**config.mk**
```make
export PLATFORM = sky130hd
export DESIGN_NAME = smr_divider
export DESIGN_NICKNAME = d
export VERILOG_FILES = /design/src/design/smr_pkg.sv /design/src/design/smr_divider.sv
export SDC_FILE = /design/constraint.sdc
export NUM_CORES = 1
export LEC_CHECK = 0
export BUFFER_PORTS_ARGS = -buffer_cell sky130_fd_sc_hd__clkbuf_2
export CORE_MARGIN = 2
export CORE_UTILIZATION = 41
export CTS_BUF_LIST = sky130_fd_sc_hd__clkbuf_16
export DETAILED_ROUTE_END_ITERATION = 8
export HOLD_SLACK_MARGIN = 0.03
export SLEW_MARGIN = 10
export SYNTH_ARGS = -nofsm -noshare
export SYNTH_HDL_FRONTEND = slang
export SYNTH_SLANG_ARGS = --single-unit
```
**constraint.sdc**
```tcl
create_clock -name clk -period 2.8 [get_ports clk]
set_input_delay 0.56 -clock clk [delete_from_list [all_inputs] [get_ports clk]]
set_output_delay 0.56 -clock clk [all_outputs]
set_load 0.005 [all_outputs]
```
**src/design/smr_pkg.sv**
```systemverilog
`default_nettype none
package smr_pkg;
    localparam int SAMPLE_W = 32;
    localparam int SUM_W    = 56;
    localparam int RLEN_W   = 24;
    localparam int ICNT_W   = 11;
    localparam int CFG_IDX_W = 8;
    localparam logic [CFG_IDX_W-1:0] REG_REDUCE_LEN  = 8'd0;
    localparam logic [CFG_IDX_W-1:0] REG_INNER_COUNT = 8'd1;

    typedef struct packed {
        logic                       last;
        logic                       group_end;
        logic [RLEN_W-1:0]          divisor;
    } div_req_t;
endpackage
`default_nettype wire

```
**src/design/smr_divider.sv**
```systemverilog
`default_nettype none
module smr_divider
(
    input  wire logic                              clk,
    input  wire logic                              rst_n,
    input  wire logic                              start,
    input  wire logic signed [smr_pkg::SUM_W-1:0]  dividend,
    input  wire logic [smr_pkg::RLEN_W-1:0]        divisor,
    input  wire logic                              group_end_in,
    output logic                                   done,
    output logic signed [smr_pkg::SAMPLE_W-1:0]    quotient,
    output logic                                   group_end
);
    localparam int SW = smr_pkg::SUM_W;
    localparam int CW = $clog2(SW + 1);

    logic [SW-1:0]                 quot_reg;
    logic [SW-1:0]                 quot_next;
    logic [smr_pkg::RLEN_W:0]      rem_reg;
    logic [smr_pkg::RLEN_W:0]      rem_next;
    logic [smr_pkg::RLEN_W-1:0]    dvs_reg;
    logic                          neg_reg;
    logic                          ge_reg;
    logic [CW-1:0]                 cnt_reg;
    logic                          busy_reg;
    logic                          done_reg;
    logic [smr_pkg::RLEN_W:0]      trial;
    logic [SW-1:0]                 mag;

    assign mag = dividend[SW-1] ? (~dividend + 1'b1) : dividend;

    always_comb
    begin
        trial     = {rem_reg[smr_pkg::RLEN_W-1:0], quot_reg[SW-1]};
        quot_next = {quot_reg[SW-2:0], 1'b0};
        rem_next  = trial;
        if (trial >= {1'b0, dvs_reg})
        begin
            rem_next     = trial - {1'b0, dvs_reg};
            quot_next[0] = 1'b1;
        end
    end

    always_ff @(posedge clk or negedge rst_n)
    begin
        if (!rst_n)
        begin
            busy_reg <= 1'b0;
            done_reg <= 1'b0;
            cnt_reg  <= '0;
        end
        else
        begin
            done_reg <= 1'b0;
            if (start)
            begin
                busy_reg <= 1'b1;
                cnt_reg  <= CW'(SW);
            end
            else if (busy_reg)
            begin
                cnt_reg <= cnt_reg - 1'b1;
                if (cnt_reg == CW'(1))
                begin
                    busy_reg <= 1'b0;
                    done_reg <= 1'b1;
                end
            end
        end
    end

    always_ff @(posedge clk)
    begin
        if (start)
        begin
            quot_reg <= mag;
            rem_reg  <= '0;
            dvs_reg  <= divisor;
            neg_reg  <= dividend[SW-1];
            ge_reg   <= group_end_in;
        end
        else if (busy_reg)
        begin
            quot_reg <= quot_next;
            rem_reg  <= rem_next;
        end
    end

    logic [SW-1:0] signed_q;
    assign signed_q  = neg_reg ? (~quot_reg + 1'b1) : quot_reg;
    assign quotient  = signed_q[smr_pkg::SAMPLE_W-1:0];
    assign group_end = ge_reg;
    assign done      = done_reg;
endmodule
`default_nettype wire
```
# ---- Word-level counts from Yosys, hierarchy flattened
# Cells that the tools add are included.
dict set report op_classes {
  muxes 14
  reduce_logical 1
  add_sub_neg 4
  eq_ne 1
  n_bitwise 2
  order_cmp 1
}
# operator n
set op_table {}
lappend op_table {{2-to-1 mux 56 bit} 3}
lappend op_table {{adder 56 x 1 -> 56 bit (second input constant)} 1}
lappend op_table {{NOT 56 bit} 1}
lappend op_table {{adder 32 x 1 -> 32 bit (second input constant)} 1}
lappend op_table {{2-to-1 mux 32 bit} 1}
lappend op_table {{NOT 32 bit} 1}
lappend op_table {{>= comparator 25 x 24 -> 1 bit} 1}
lappend op_table {{2-to-1 mux 24 bit} 1}
lappend op_table {{subtractor 24 bit} 1}
lappend op_table {{2-to-1 mux 6 bit} 2}
lappend op_table {{2-to-1 mux 1 bit} 7}
lappend op_table {{equality test 6 x 1 -> 1 bit (second input constant)} 1}
lappend op_table {{subtractor 6 x 1 -> 6 bit (second input constant)} 1}
lappend op_table {{nonzero test 2 bit} 1}
dict set report totals {
  ff_bits 114
}

# ---- Logic depth before layout (Yosys ltp)
# Gate-level depths: netlist of the first run.
dict set report logic_depth {
  ltp_word 4
  mapped_depth 11
}

# ---- Worst setup path before layout of the first run
# Ideal clock, no wire load.
dict set report synth_path {
  path_type {input to register}
  startpoint {input start}
  endpoint {register quot_reg[0] (enable)}
  cell_stages 4
  arrival_time_ns 2.321
  slack_ns 0.064
  path_cell_list {clkbuf_1 inv_1 clkbuf_1 nand2_1}
}
dict set report synth_via {
  elab_chain_len 1
}
# element line
set synth_lines {}
lappend synth_lines {{from (decl)} smr_divider.sv:6} ;# input wire logic start,
lappend synth_lines {{nonzero test 2 bit (no line)} n/a}
lappend synth_lines {{to (signal assigned)} smr_divider.sv:76} ;# quot_reg <= mag;
lappend synth_lines {{to (signal assigned)} smr_divider.sv:84} ;# quot_reg <= quot_next;
lappend synth_lines {{to (decl)} smr_divider.sv:17} ;# logic [SW-1:0] quot_reg;
# No other way between the ends.
# A chain may end at the register's enable or synchronous reset.

# ---- Final worst setup path of the first run
dict set report layout_path {
  startpoint {register quot_reg[6]}
  endpoint {output quotient[31] (netlist bit)}
}
dict set report layout_via {
  elab_chain_len 3
}
# element line
set layout_lines {}
lappend layout_lines {{NOT 32 bit} smr_divider.sv:90} ;# assign signed_q = neg_reg ? (~quot_reg + 1'b1) : quot_reg;
lappend layout_lines {{adder 32 x 1 -> 32 bit} smr_divider.sv:90}
lappend layout_lines {{2-to-1 mux 32 bit} smr_divider.sv:90}
lappend layout_lines {{to (decl)} smr_divider.sv:11} ;# output logic signed [smr_pkg::SAMPLE_W-1:0] quotient,
# No other way between the ends.

==> results.json, run 1 <==
{
  "drv.max_cap_violation_count": 0,
  "r2r_start": "quot_reg[55]",
  "total_power_uw": 7260,
  "syn-num-nets": 957,
  "crit_slowest_cell": "or4_4",
  "grt_use_total": 0.206,
  "power_density_nw_per_um2": 720,
  "grt_pass1_vias": 6592,
  "hold_viol": 0,
  "fin_worst_skew_ns": 0.00960,
  "status": "finished with violations",
  "yosysTopAreaCell": "edfxtp_1",
  "async_reset_ff_frac": 0.0702,
  "rsz0062_at_grt": "true",
  "path_buf_inv": 1,
  "avgViaCountPerCell": 5.50,
  "routed-via-count": 7002,
  "synth_top_area_share": 0.318,
  "crit_family": "simple AND/OR/NAND/NOR gates",
  "grt-ovfl-total": 0,
  "place_congestion": 0.886,
  "die_x_um": 142,
  "violations": "setup timing",
  "hpwl_um": 14600,
  "clk_path_buf_depth": 2,
  "synth.distinct_cells": 64,
  "detail-route-antenna-nets": 0,
  "ioPinCount": 118,
  "dpl_cell_area_um2": 9070,
  "core_area_um2": 18600,
  "finalMaxSlewViolations": 0,
  "area_delta_synth_final_pct": 30.1,
  "worstSkewPairLatency_ns": 0.43,
  "reg2reg_slack_ns": 0.16,
  "fp.dieH_um": 142,
  "cts-htree-levels": 4,
  "start_util": 0.416,
  "grt_max_degree": 57,
  "antenna_found_initial": 1,
  "setup_slack_ns": -0.511,
  "drive_above_1_share": 0.292,
  "hold_depth": 1,
  "max_slew_margin": 0.600,
  "clock-sinks": 114,
  "hold_ws_ns": 0.312,
  "ys_seq_area_frac": 0.405,
  "drt_wl_total_um": 20500,
  "netlist_instances": 844,
  "period_needed_ns": 3.31,
  "port_buffers": 117,
  "cp_data_arrival_time_ns": 2.75,
  "largest_register_ffs": 56,
  "drtPass1Iterations": 5,
  "dieArea_um2": 20000,
  "hold_class": "primary input to flop",
  "hp-start": "divisor[8]",
  "clockRootBuffer": "clkbuf_16",
  "hold_end": "dvs_reg[8]",
  "synth_edf_count": 82,
  "clk_pin_slew_ns": 0.05,
  "crit_path_cell_trace": "or4_4 > nor2_2 > nand4_1 > or3_4 > o31ai_4 > xnor2_1 > buf_2",
  "ir_worst_vdd_v": 0.000424,
  "finalCritPeriodShare": 1.18,
  "ys.warnings.count": 0,
  "setup_viol": 23,
  "cts_tree": "done",
  "drt_iter0_drc": 441,
  "synth_area_leaders": "edfxtp_1 (32%), xor2_1 (7.0%), dfxtp_1 (6.2%)",
  "timing.rr.end": "rem_reg[18]",
  "cts_made_buffers": 17,
  "cp.required_ns": 2.24,
  "syn_area_um2": 7750,
  "final_nets": 1139,
  "ys_ff_latch": 114,
  "row_count": 50,
  "worstRegToRegCells": 10,
  "fin_area_um2": 10100,
  "avgSynthCellArea_um2": 9.19,
  "crit_type": "flop to output port",
  "drc": 0,
  "cp-start-kind": "flop",
  "fmax_mhz": 302,
  "synth-main-ff-cell": "edfxtp_1",
  "grt_pass1_wl_um": 32800,
  "tightestPinTransition_ns": 0.600,
  "wl_per_cell_um": 16.1,
  "leakage_uw": 0.00424,
  "max_stage_delay_ns": 0.57,
  "crit_path_end_kind": "output port",
  "path_max_fanout": 3
}
-- synthesized netlist by cell type, types with 3 or more instances --
cell,count
nor2_1,93
edfxtp_1,82
a21oi_1,78
xor2_1,62
o21ai_0,58
nand2_1,47
xnor2_1,41
clkbuf_1,39
inv_1,39
nand3_1,31
ha_1,28
dfxtp_1,24
o31ai_1,19
a311oi_1,15
and3_1,14
or3_1,14
nor3_1,11
o41ai_1,9
a21o_1,8
dfrtp_1,8
nand4_1,7
o211ai_1,7
a211oi_1,6
a31oi_1,6
nor2b_1,6
o21ai_1,6
o41ai_2,6
or4_4,6
nor4_1,5
o21a_1,5
o31ai_2,5
or4_1,5
nand2b_1,4
buf_2,3
mux2i_1,3
nand2_2,3
nor3_4,3
nor3b_1,3
or2_2,3
-- power breakdown --
group	internal, uW	switching (uW)
combinational	1180	1420
sequential	2130	198
clock	1550	790
-- final cells by class --
cell class	count	area (um^2)
Multi-Input combinational cell	646	4540
Sequential cell	114	3140
Antenna cell	1	2.50
Inverter	39	146
Tap cell	234	293
Clock inverter	15	198
Timing Repair Buffer	208	1330
Clock buffer	17	425
Fill cell	1731	8560
-- placed cells by master, fill, tap and decap left out, types with 40 or more instances in the layout --
cell type,n
clkbuf_2,98
nor2_1,90
edfxtp_1,82
buf_4,80
a21oi_1,77
xor2_1,62
o21ai_0,48
inv_1,41
xnor2_1,41
nand2_1,40
-- worst reg2reg max path, delay by kind of cell (launching register included) --
| family | cells | cell delay, ns |
|---|---|---|
| fa+ha+maj | 2 | 0.61 |
| flops | 1 | 0.34 |
| simple gates | 2 | 0.35 |
| compound gates | 5 | 1.20 |
| buf+inv | 1 | 0.05 |
-- repair_timing --
| item | CTS | global route |
|---|---|---|
| hold buffers | 1 | 0 |
| pin swaps | 16 | 17 |
| gates resized for setup | 41 | 44 |
| endpoints found under the setup margin | 22 | 40 |
| endpoints found under the hold margin | 8 | 0 |
| buffers inserted | 5 | 7 |
-- per-stage QoR --
| stage | util | std cells | setup TNS, ns | worst slack (ns) |
|---|---|---|---|---|
| floorplan | - | 844 | 0 | 0.0641 |
| global placement | 0.487 | 1229 | -2.02 | -0.110 |
| detailed placement | 0.487 | 1229 | -2.72 | -0.152 |
| CTS | 0.531 | 1267 | -4.04 | -0.488 |
| global route | 0.541 | 1274 | -8.62 | -0.667 |
| finish | 0.541 | 1274 | -5.88 | -0.511 |
-- kinds of logic after synthesis --
family	count (synthesis)	share of synthesized area
muxes	3	0.00387
adders and majority gates	29	0.0478
and+or+nand+nor	269	0.180
AOI/OAI and AO/OA	242	0.204
buffers and inverters	84	0.0426
xor gates and xnor gates	103	0.116
DFF	114	0.405
-- worst max-delay path by stage --
stage	startpoint	end	slack (ns)	depth (start not counted)
after floorplan	start	quot_reg[0]	0.06	4
after global placement	dividend[12]	quot_reg[39]	-0.11	8
after detailed placement	dividend[28]	quot_reg[38]	-0.15	8
after CTS	quot_reg[10]	quotient[31]	-0.49	8
after global routing	quot_reg[9]	quotient[31]	-0.67	8
final	quot_reg[6]	quotient[31]	-0.51	7
-- per-layer routing --
layer  track usage  vias to the layer above  routed length [um]  part of all wire
met5             0                        -                   0                 0
met4        0.0716                        0                 426             0.021
met3        0.0449                       34                 961             0.047
met2         0.325                      171                9450              0.46
met1         0.280                     3319                9710              0.47
li1              -                     3478                   -                 -
No activity file was read; power rests on OpenSTA's default activity.
==> run 2, diff against run 1 <==
--- a/config.mk
+++ b/config.mk
@@ -8,7 +8,6 @@
 export BUFFER_PORTS_ARGS = -buffer_cell sky130_fd_sc_hd__clkbuf_2
 export CORE_MARGIN = 2
 export CORE_UTILIZATION = 41
-export CTS_BUF_LIST = sky130_fd_sc_hd__clkbuf_16
 export DETAILED_ROUTE_END_ITERATION = 8
 export HOLD_SLACK_MARGIN = 0.03
 export SLEW_MARGIN = 10
==> results.json, run 2 (same netlist as run 1, synthesis figures left out) <==
{
  "setup_viol": 23,
  "met2_usage": 0.325,
  "cp_data_arrival_time_ns": 2.75,
  "clockPowerShare": 0.323,
  "fp.dieH_um": 142,
  "drtPass1Iterations": 5,
  "avgViaCountPerCell": 5.50,
  "worstRegToRegCells": 10,
  "grt_use_met3": 0.0449,
  "drt_wl_total_um": 20600,
  "power_frac_comb": 0.357,
  "start_util": 0.416,
  "ir_worst_vdd_v": 0.000424,
  "rsz0062_at_grt": "true",
  "place_inst": 1229,
  "drc": 0,
  "grt_max_degree": 57,
  "power_density_nw_per_um2": 721,
  "cp.required_ns": 2.24,
  "clk_path_buf_depth": 2,
  "violations": "setup timing",
  "place_congestion": 0.886,
  "grt-ovfl-total": 0,
  "fmax_mhz": 302,
  "p_sw_frac": 0.331,
  "cp-start-kind": "flop",
  "drt_iter0_drc": 441,
  "wl_per_cell_um": 16.1,
  "cts_made_buffers": 17,
  "tightestPinTransition_ns": 0.600,
  "crit_path_end_kind": "output port",
  "grt_pass1_wl_um": 32800,
  "clock-sinks": 114,
  "hpwl_um": 14600,
  "cts_tree": "done",
  "drive_above_1_share": 0.292,
  "grt_use_total": 0.206,
  "final_common_cell": "clkbuf_2",
  "seq_power_share": 0.320,
  "detail-route-antenna-nets": 0,
  "core_area_um2": 18600,
  "p_switching_uw": 2410,
  "leakage_uw": 0.00424,
  "cellInternalPower_uw": 4860,
  "fin_area_um2": 10100,
  "fin_util": 0.541,
  "port_buffers": 117,
  "row_count": 50,
  "stdcell_count": 1274,
  "drv.max_cap_violation_count": 0,
  "use_met1": 0.280,
  "hold_class": "primary input to flop",
  "hold_viol": 0,
  "cts-htree-levels": 4,
  "grt_busiest_layer": "met2",
  "clockRootBuffer": "clkbuf_16",
  "max_slew_margin": 0.600,
  "clk_pin_slew_ns": 0.05,
  "die_x_um": 142,
  "finalCritPeriodShare": 1.18,
  "hold_depth": 1,
  "antenna_found_initial": 1,
  "status": "finished with violations",
  "final_nets": 1139,
  "largest_register_ffs": 56,
  "finalMaxSlewViolations": 0,
  "routed-via-count": 7004,
  "worstSkewPairLatency_ns": 0.43,
  "pre_cts_ws_ns": -0.152,
  "setup_slack_ns": -0.511,
  "crit_type": "flop to output port",
  "grt_pass1_vias": 6592,
  "fin_worst_skew_ns": 0.00940,
  "period_needed_ns": 3.31,
  "path_max_fanout": 3,
  "ioPinCount": 118,
  "layout_common_cells": "clkbuf_2 (98), nor2_1 (90), edfxtp_1 (82), buf_4 (80), a21oi_1 (77)",
  "dieArea_um2": 20000,
  "area_delta_synth_final_pct": 30.1,
  "dpl_cell_area_um2": 9070
}
-- run 2: metal layers --
metal | routed length, um | vias up
met3 | 912 | 34
met1 | 9770 | 3327
met4 | 426 | 0
met2 | 9460 | 165
met5 | 0 | -
li1 | - | 3478
-- run 2: path summary, 6_finish.rpt --
| path | startpoint | to | slack [ns] |
|---|---|---|---|
| min in group asynchronous | rst_n | cnt_reg[1] | 0.53 |
| min | divisor[8] | dvs_reg[8] | 0.31 |
| max | quot_reg[6] | quotient[31] | -0.51 |
| min reg2reg | rem_reg[14] | rem_reg[14] | 0.50 |
| max in group asynchronous | rst_n | cnt_reg[0] | 2.09 |
| max reg2reg | quot_reg[55] | rem_reg[18] | 0.16 |
-- run 2: power groups by stage --
| stage | Sequential [uW] | Clock (uW) | Combinational [uW] |
|---|---|---|---|
| after global routing | 2360 | 2440 | 2880 |
| final | 2320 | 2350 | 2600 |
| after global placement | 2350 | 0 | 2470 |
| after detailed placement | 2350 | 0 | 2490 |
| after floorplan | 2320 | 0 | 1680 |
| after CTS | 2320 | 2380 | 2550 |
-- run 2: metrics by stage --
stage / hold slack, ns / power [uW] / setup TNS [ns]
after global routing: 0.295 / 7690 / -8.62
after global placement: 0.419 / 4820 / -2.02
after floorplan: 0.264 / 3990 / 0
after CTS: 0.296 / 7250 / -4.04
final: 0.312 / 7270 / -5.88
after detailed placement: 0.419 / 4830 / -2.72
-- run 2: worst max-delay path: stages (launching register included) --
cell      delay, ns
edfxtp_1       0.40
or4_4          0.57
nor2_2         0.21
nand4_1        0.21
or3_4          0.46
o31ai_4        0.20
xnor2_1        0.14
buf_2          0.14
-- run 2: final cells by class --
| class | count | area (um^2) |
|---|---|---|
| flip-flops and latches | 114 | 3140 |
| fillers | 1731 | 8560 |
| clock buffers | 19 | 433 |
| diodes | 1 | 2.50 |
| well taps | 234 | 293 |
| multi-input cells | 646 | 4540 |
| inverters | 39 | 146 |
| clock inverters | 13 | 190 |
| repair buffers | 208 | 1330 |
-- run 2: repair_timing --
item	4_1_cts	5_1_grt
hold buffers	1	0
hold endpoints to repair	8	0
endpoints found under the setup margin	22	40
pin swaps	16	17
gates resized for setup	41	44
buffers inserted	5	7
==> run 3, diff against run 2 <==
--- a/config.mk
+++ b/config.mk
@@ -6,10 +6,15 @@
 export NUM_CORES = 1
 export LEC_CHECK = 0
 export BUFFER_PORTS_ARGS = -buffer_cell sky130_fd_sc_hd__clkbuf_2
+export CAP_MARGIN = 20
+export CELL_PAD_IN_SITES_DETAIL_PLACEMENT = 1
+export CELL_PAD_IN_SITES_GLOBAL_PLACEMENT = 1
 export CORE_MARGIN = 2
-export CORE_UTILIZATION = 41
+export CORE_UTILIZATION = 40
 export DETAILED_ROUTE_END_ITERATION = 8
+export GPL_TIMING_DRIVEN = 0
 export HOLD_SLACK_MARGIN = 0.03
+export PLACE_DENSITY_LB_ADDON = 0.1
 export SLEW_MARGIN = 10
 export SYNTH_ARGS = -nofsm -noshare
 export SYNTH_HDL_FRONTEND = slang
==> results.json, run 3 (same netlist as run 1, synthesis figures left out) <==
{
  "status": "finished with violations",
  "violations": "setup timing",
  "layout_common_cells": "clkbuf_2 (104), nor2_1 (90), edfxtp_1 (82), a21oi_1 (75), xor2_1 (62)",
  "crit_path_cell_trace": "or4_4 > nor2_4 > nand4_1 > or3_4 > o31ai_4 > xnor2_2 > buf_2",
  "path_buf_inv": 1,
  "drv.max_cap_violation_count": 0,
  "port_buffers": 117,
  "finalCritPeriodShare": 1.18,
  "final_common_cell": "clkbuf_2",
  "grt_pass1_vias": 7194,
  "row_count": 50,
  "wl_met3_um": 957,
  "fin_util": 0.532,
  "antennaDiodeCount": 0,
  "ir_worst_vdd_v": 0.000467,
  "start_util": 0.410,
  "ioPinCount": 118,
  "cp-start-kind": "flop",
  "final_nets": 1127,
  "clk_pin_slew_ns": 0.07,
  "die_x_um": 143,
  "cts-htree-levels": 4,
  "crit_start": "quot_reg[16]",
  "finalMaxSlewViolations": 0,
  "drc": 0,
  "cp_data_arrival_time_ns": 2.75,
  "place_congestion": 0.819,
  "drtPass1Iterations": 4,
  "cts_made_buffers": 17,
  "period_needed_ns": 3.31,
  "tightestPinTransition_ns": 0.961,
  "route.met2.wl_um": 12500,
  "clock-sinks": 114,
  "drive_above_1_share": 0.283,
  "drt-met1-wl_um": 10700,
  "fin_worst_skew_ns": 0.0106,
  "grt_pass1_wl_um": 37500,
  "hpwl_um": 17200,
  "power_density_nw_per_um2": 734,
  "detail-route-antenna-nets": 0,
  "place_inst": 1221,
  "clockRootBuffer": "clkbuf_16",
  "crit_path_end_kind": "output port",
  "grt_max_degree": 57,
  "stdcell_count": 1287,
  "crit_type": "flop to output port",
  "clk_path_buf_depth": 2,
  "core_area_um2": 18900,
  "crit_slowest_cell": "or4_4",
  "r2r_start": "dvs_reg[1]",
  "setup_viol": 20,
  "grt_use_total": 0.237,
  "fmax_mhz": 302,
  "worstSkewPairLatency_ns": 0.43,
  "max_stage_delay_ns": 0.60,
  "dieArea_um2": 20500,
  "leakage_uw": 0.00408,
  "routed-via-count": 7106,
  "grt-ovfl-total": 0,
  "rsz0062_at_grt": "true",
  "drt_iter0_drc": 281,
  "fillers": 2238,
  "crit_family": "simple AND/OR/NAND/NOR gates",
  "path_max_fanout": 4,
  "hold_viol": 0,
  "top_layer": "met4",
  "largest_register_ffs": 56,
  "hold_ws_ns": 0.311,
  "wl_per_cell_um": 19.1,
  "avgViaCountPerCell": 5.52,
  "setup_slack_ns": -0.515,
  "antenna_found_initial": 0,
  "hold_class": "primary input to flop",
  "area_delta_synth_final_pct": 29.7,
  "drt_wl_total_um": 24600,
  "cp.required_ns": 2.24,
  "hp-start": "divisor[3]",
  "max_slew_margin": 0.360,
  "fp.dieH_um": 143,
  "cts_tree": "done"
}
==> run 3: cell count changes in the layout (fill, tap and decap cells not counted), moves of 5 or more <==
cell | before | now
buf_4 | 80 | 33
clkbuf_1 | 2 | 33
clkbuf_2 | 98 | 104
ha_1 | 28 | 21
ha_2 | 0 | 5
==> run 3: final cells by class <==
| type | count | area [um^2] | share of cell area |
|---|---|---|---|
| inverters | 39 | 146 | 0.0146 |
| multi-input cells | 647 | 4760 | 0.473 |
| flip-flops and latches | 114 | 3140 | 0.313 |
| clock inverters | 13 | 175 | 0.0174 |
| clock buffers | 19 | 443 | 0.0441 |
| plain buffers | 42 | 195 | 0.0194 |
| repair buffers | 153 | 870 | 0.0865 |
| well taps | 260 | 325 | 0.0324 |
==> run 3: path summary, 6_finish.rpt <==
check | slack [ns] | to | cells after the start
setup / recovery | -0.51 | quotient[31] | 7
hold / removal | 0.31 | dvs_reg[3] | 1
setup reg to reg | 0.04 | rem_reg[17] | 12
hold reg to reg | 0.51 | rem_reg[4] | 2
max in group asynchronous | 2.10 | cnt_reg[5] | 2
min in group asynchronous | 0.52 | cnt_reg[2] | 2
==> run 3: what timing repair did <==
item	in CTS	in global routing
endpoints found under the setup margin	105	114
hold endpoints to repair	8	0
hold buffers	1	0
cloned	0	3
resized for setup	53	84
buffers inserted	16	17
pin swaps	17	25
==> run 3: report_power, final <==
group,switching [uW],internal [uW]
Combinational,1530,1160
Clock,855,1440
Sequential,271,2130
==> run 3: stage by stage <==
step	TNS, ns	instance area (um^2)	total power (uW)	setup slack (ns)
finish	-5.11	10100	7380	-0.515
detailed placement	-65.09	8670	4770	-0.633
global route	-6.99	10100	7820	-0.610
CTS	-5.64	9600	7210	-0.565
floorplan	0	7750	3990	0.0641
global placement	-128.61	8660	4730	-1.83
==> run 3: layer usage <==
metal / track usage / up-vias
li1: - / 3454
met1: 0.293 / 3477
met2: 0.415 / 149
met3: 0.0537 / 26
met4: 0.0619 / 0
met5: 0 / -
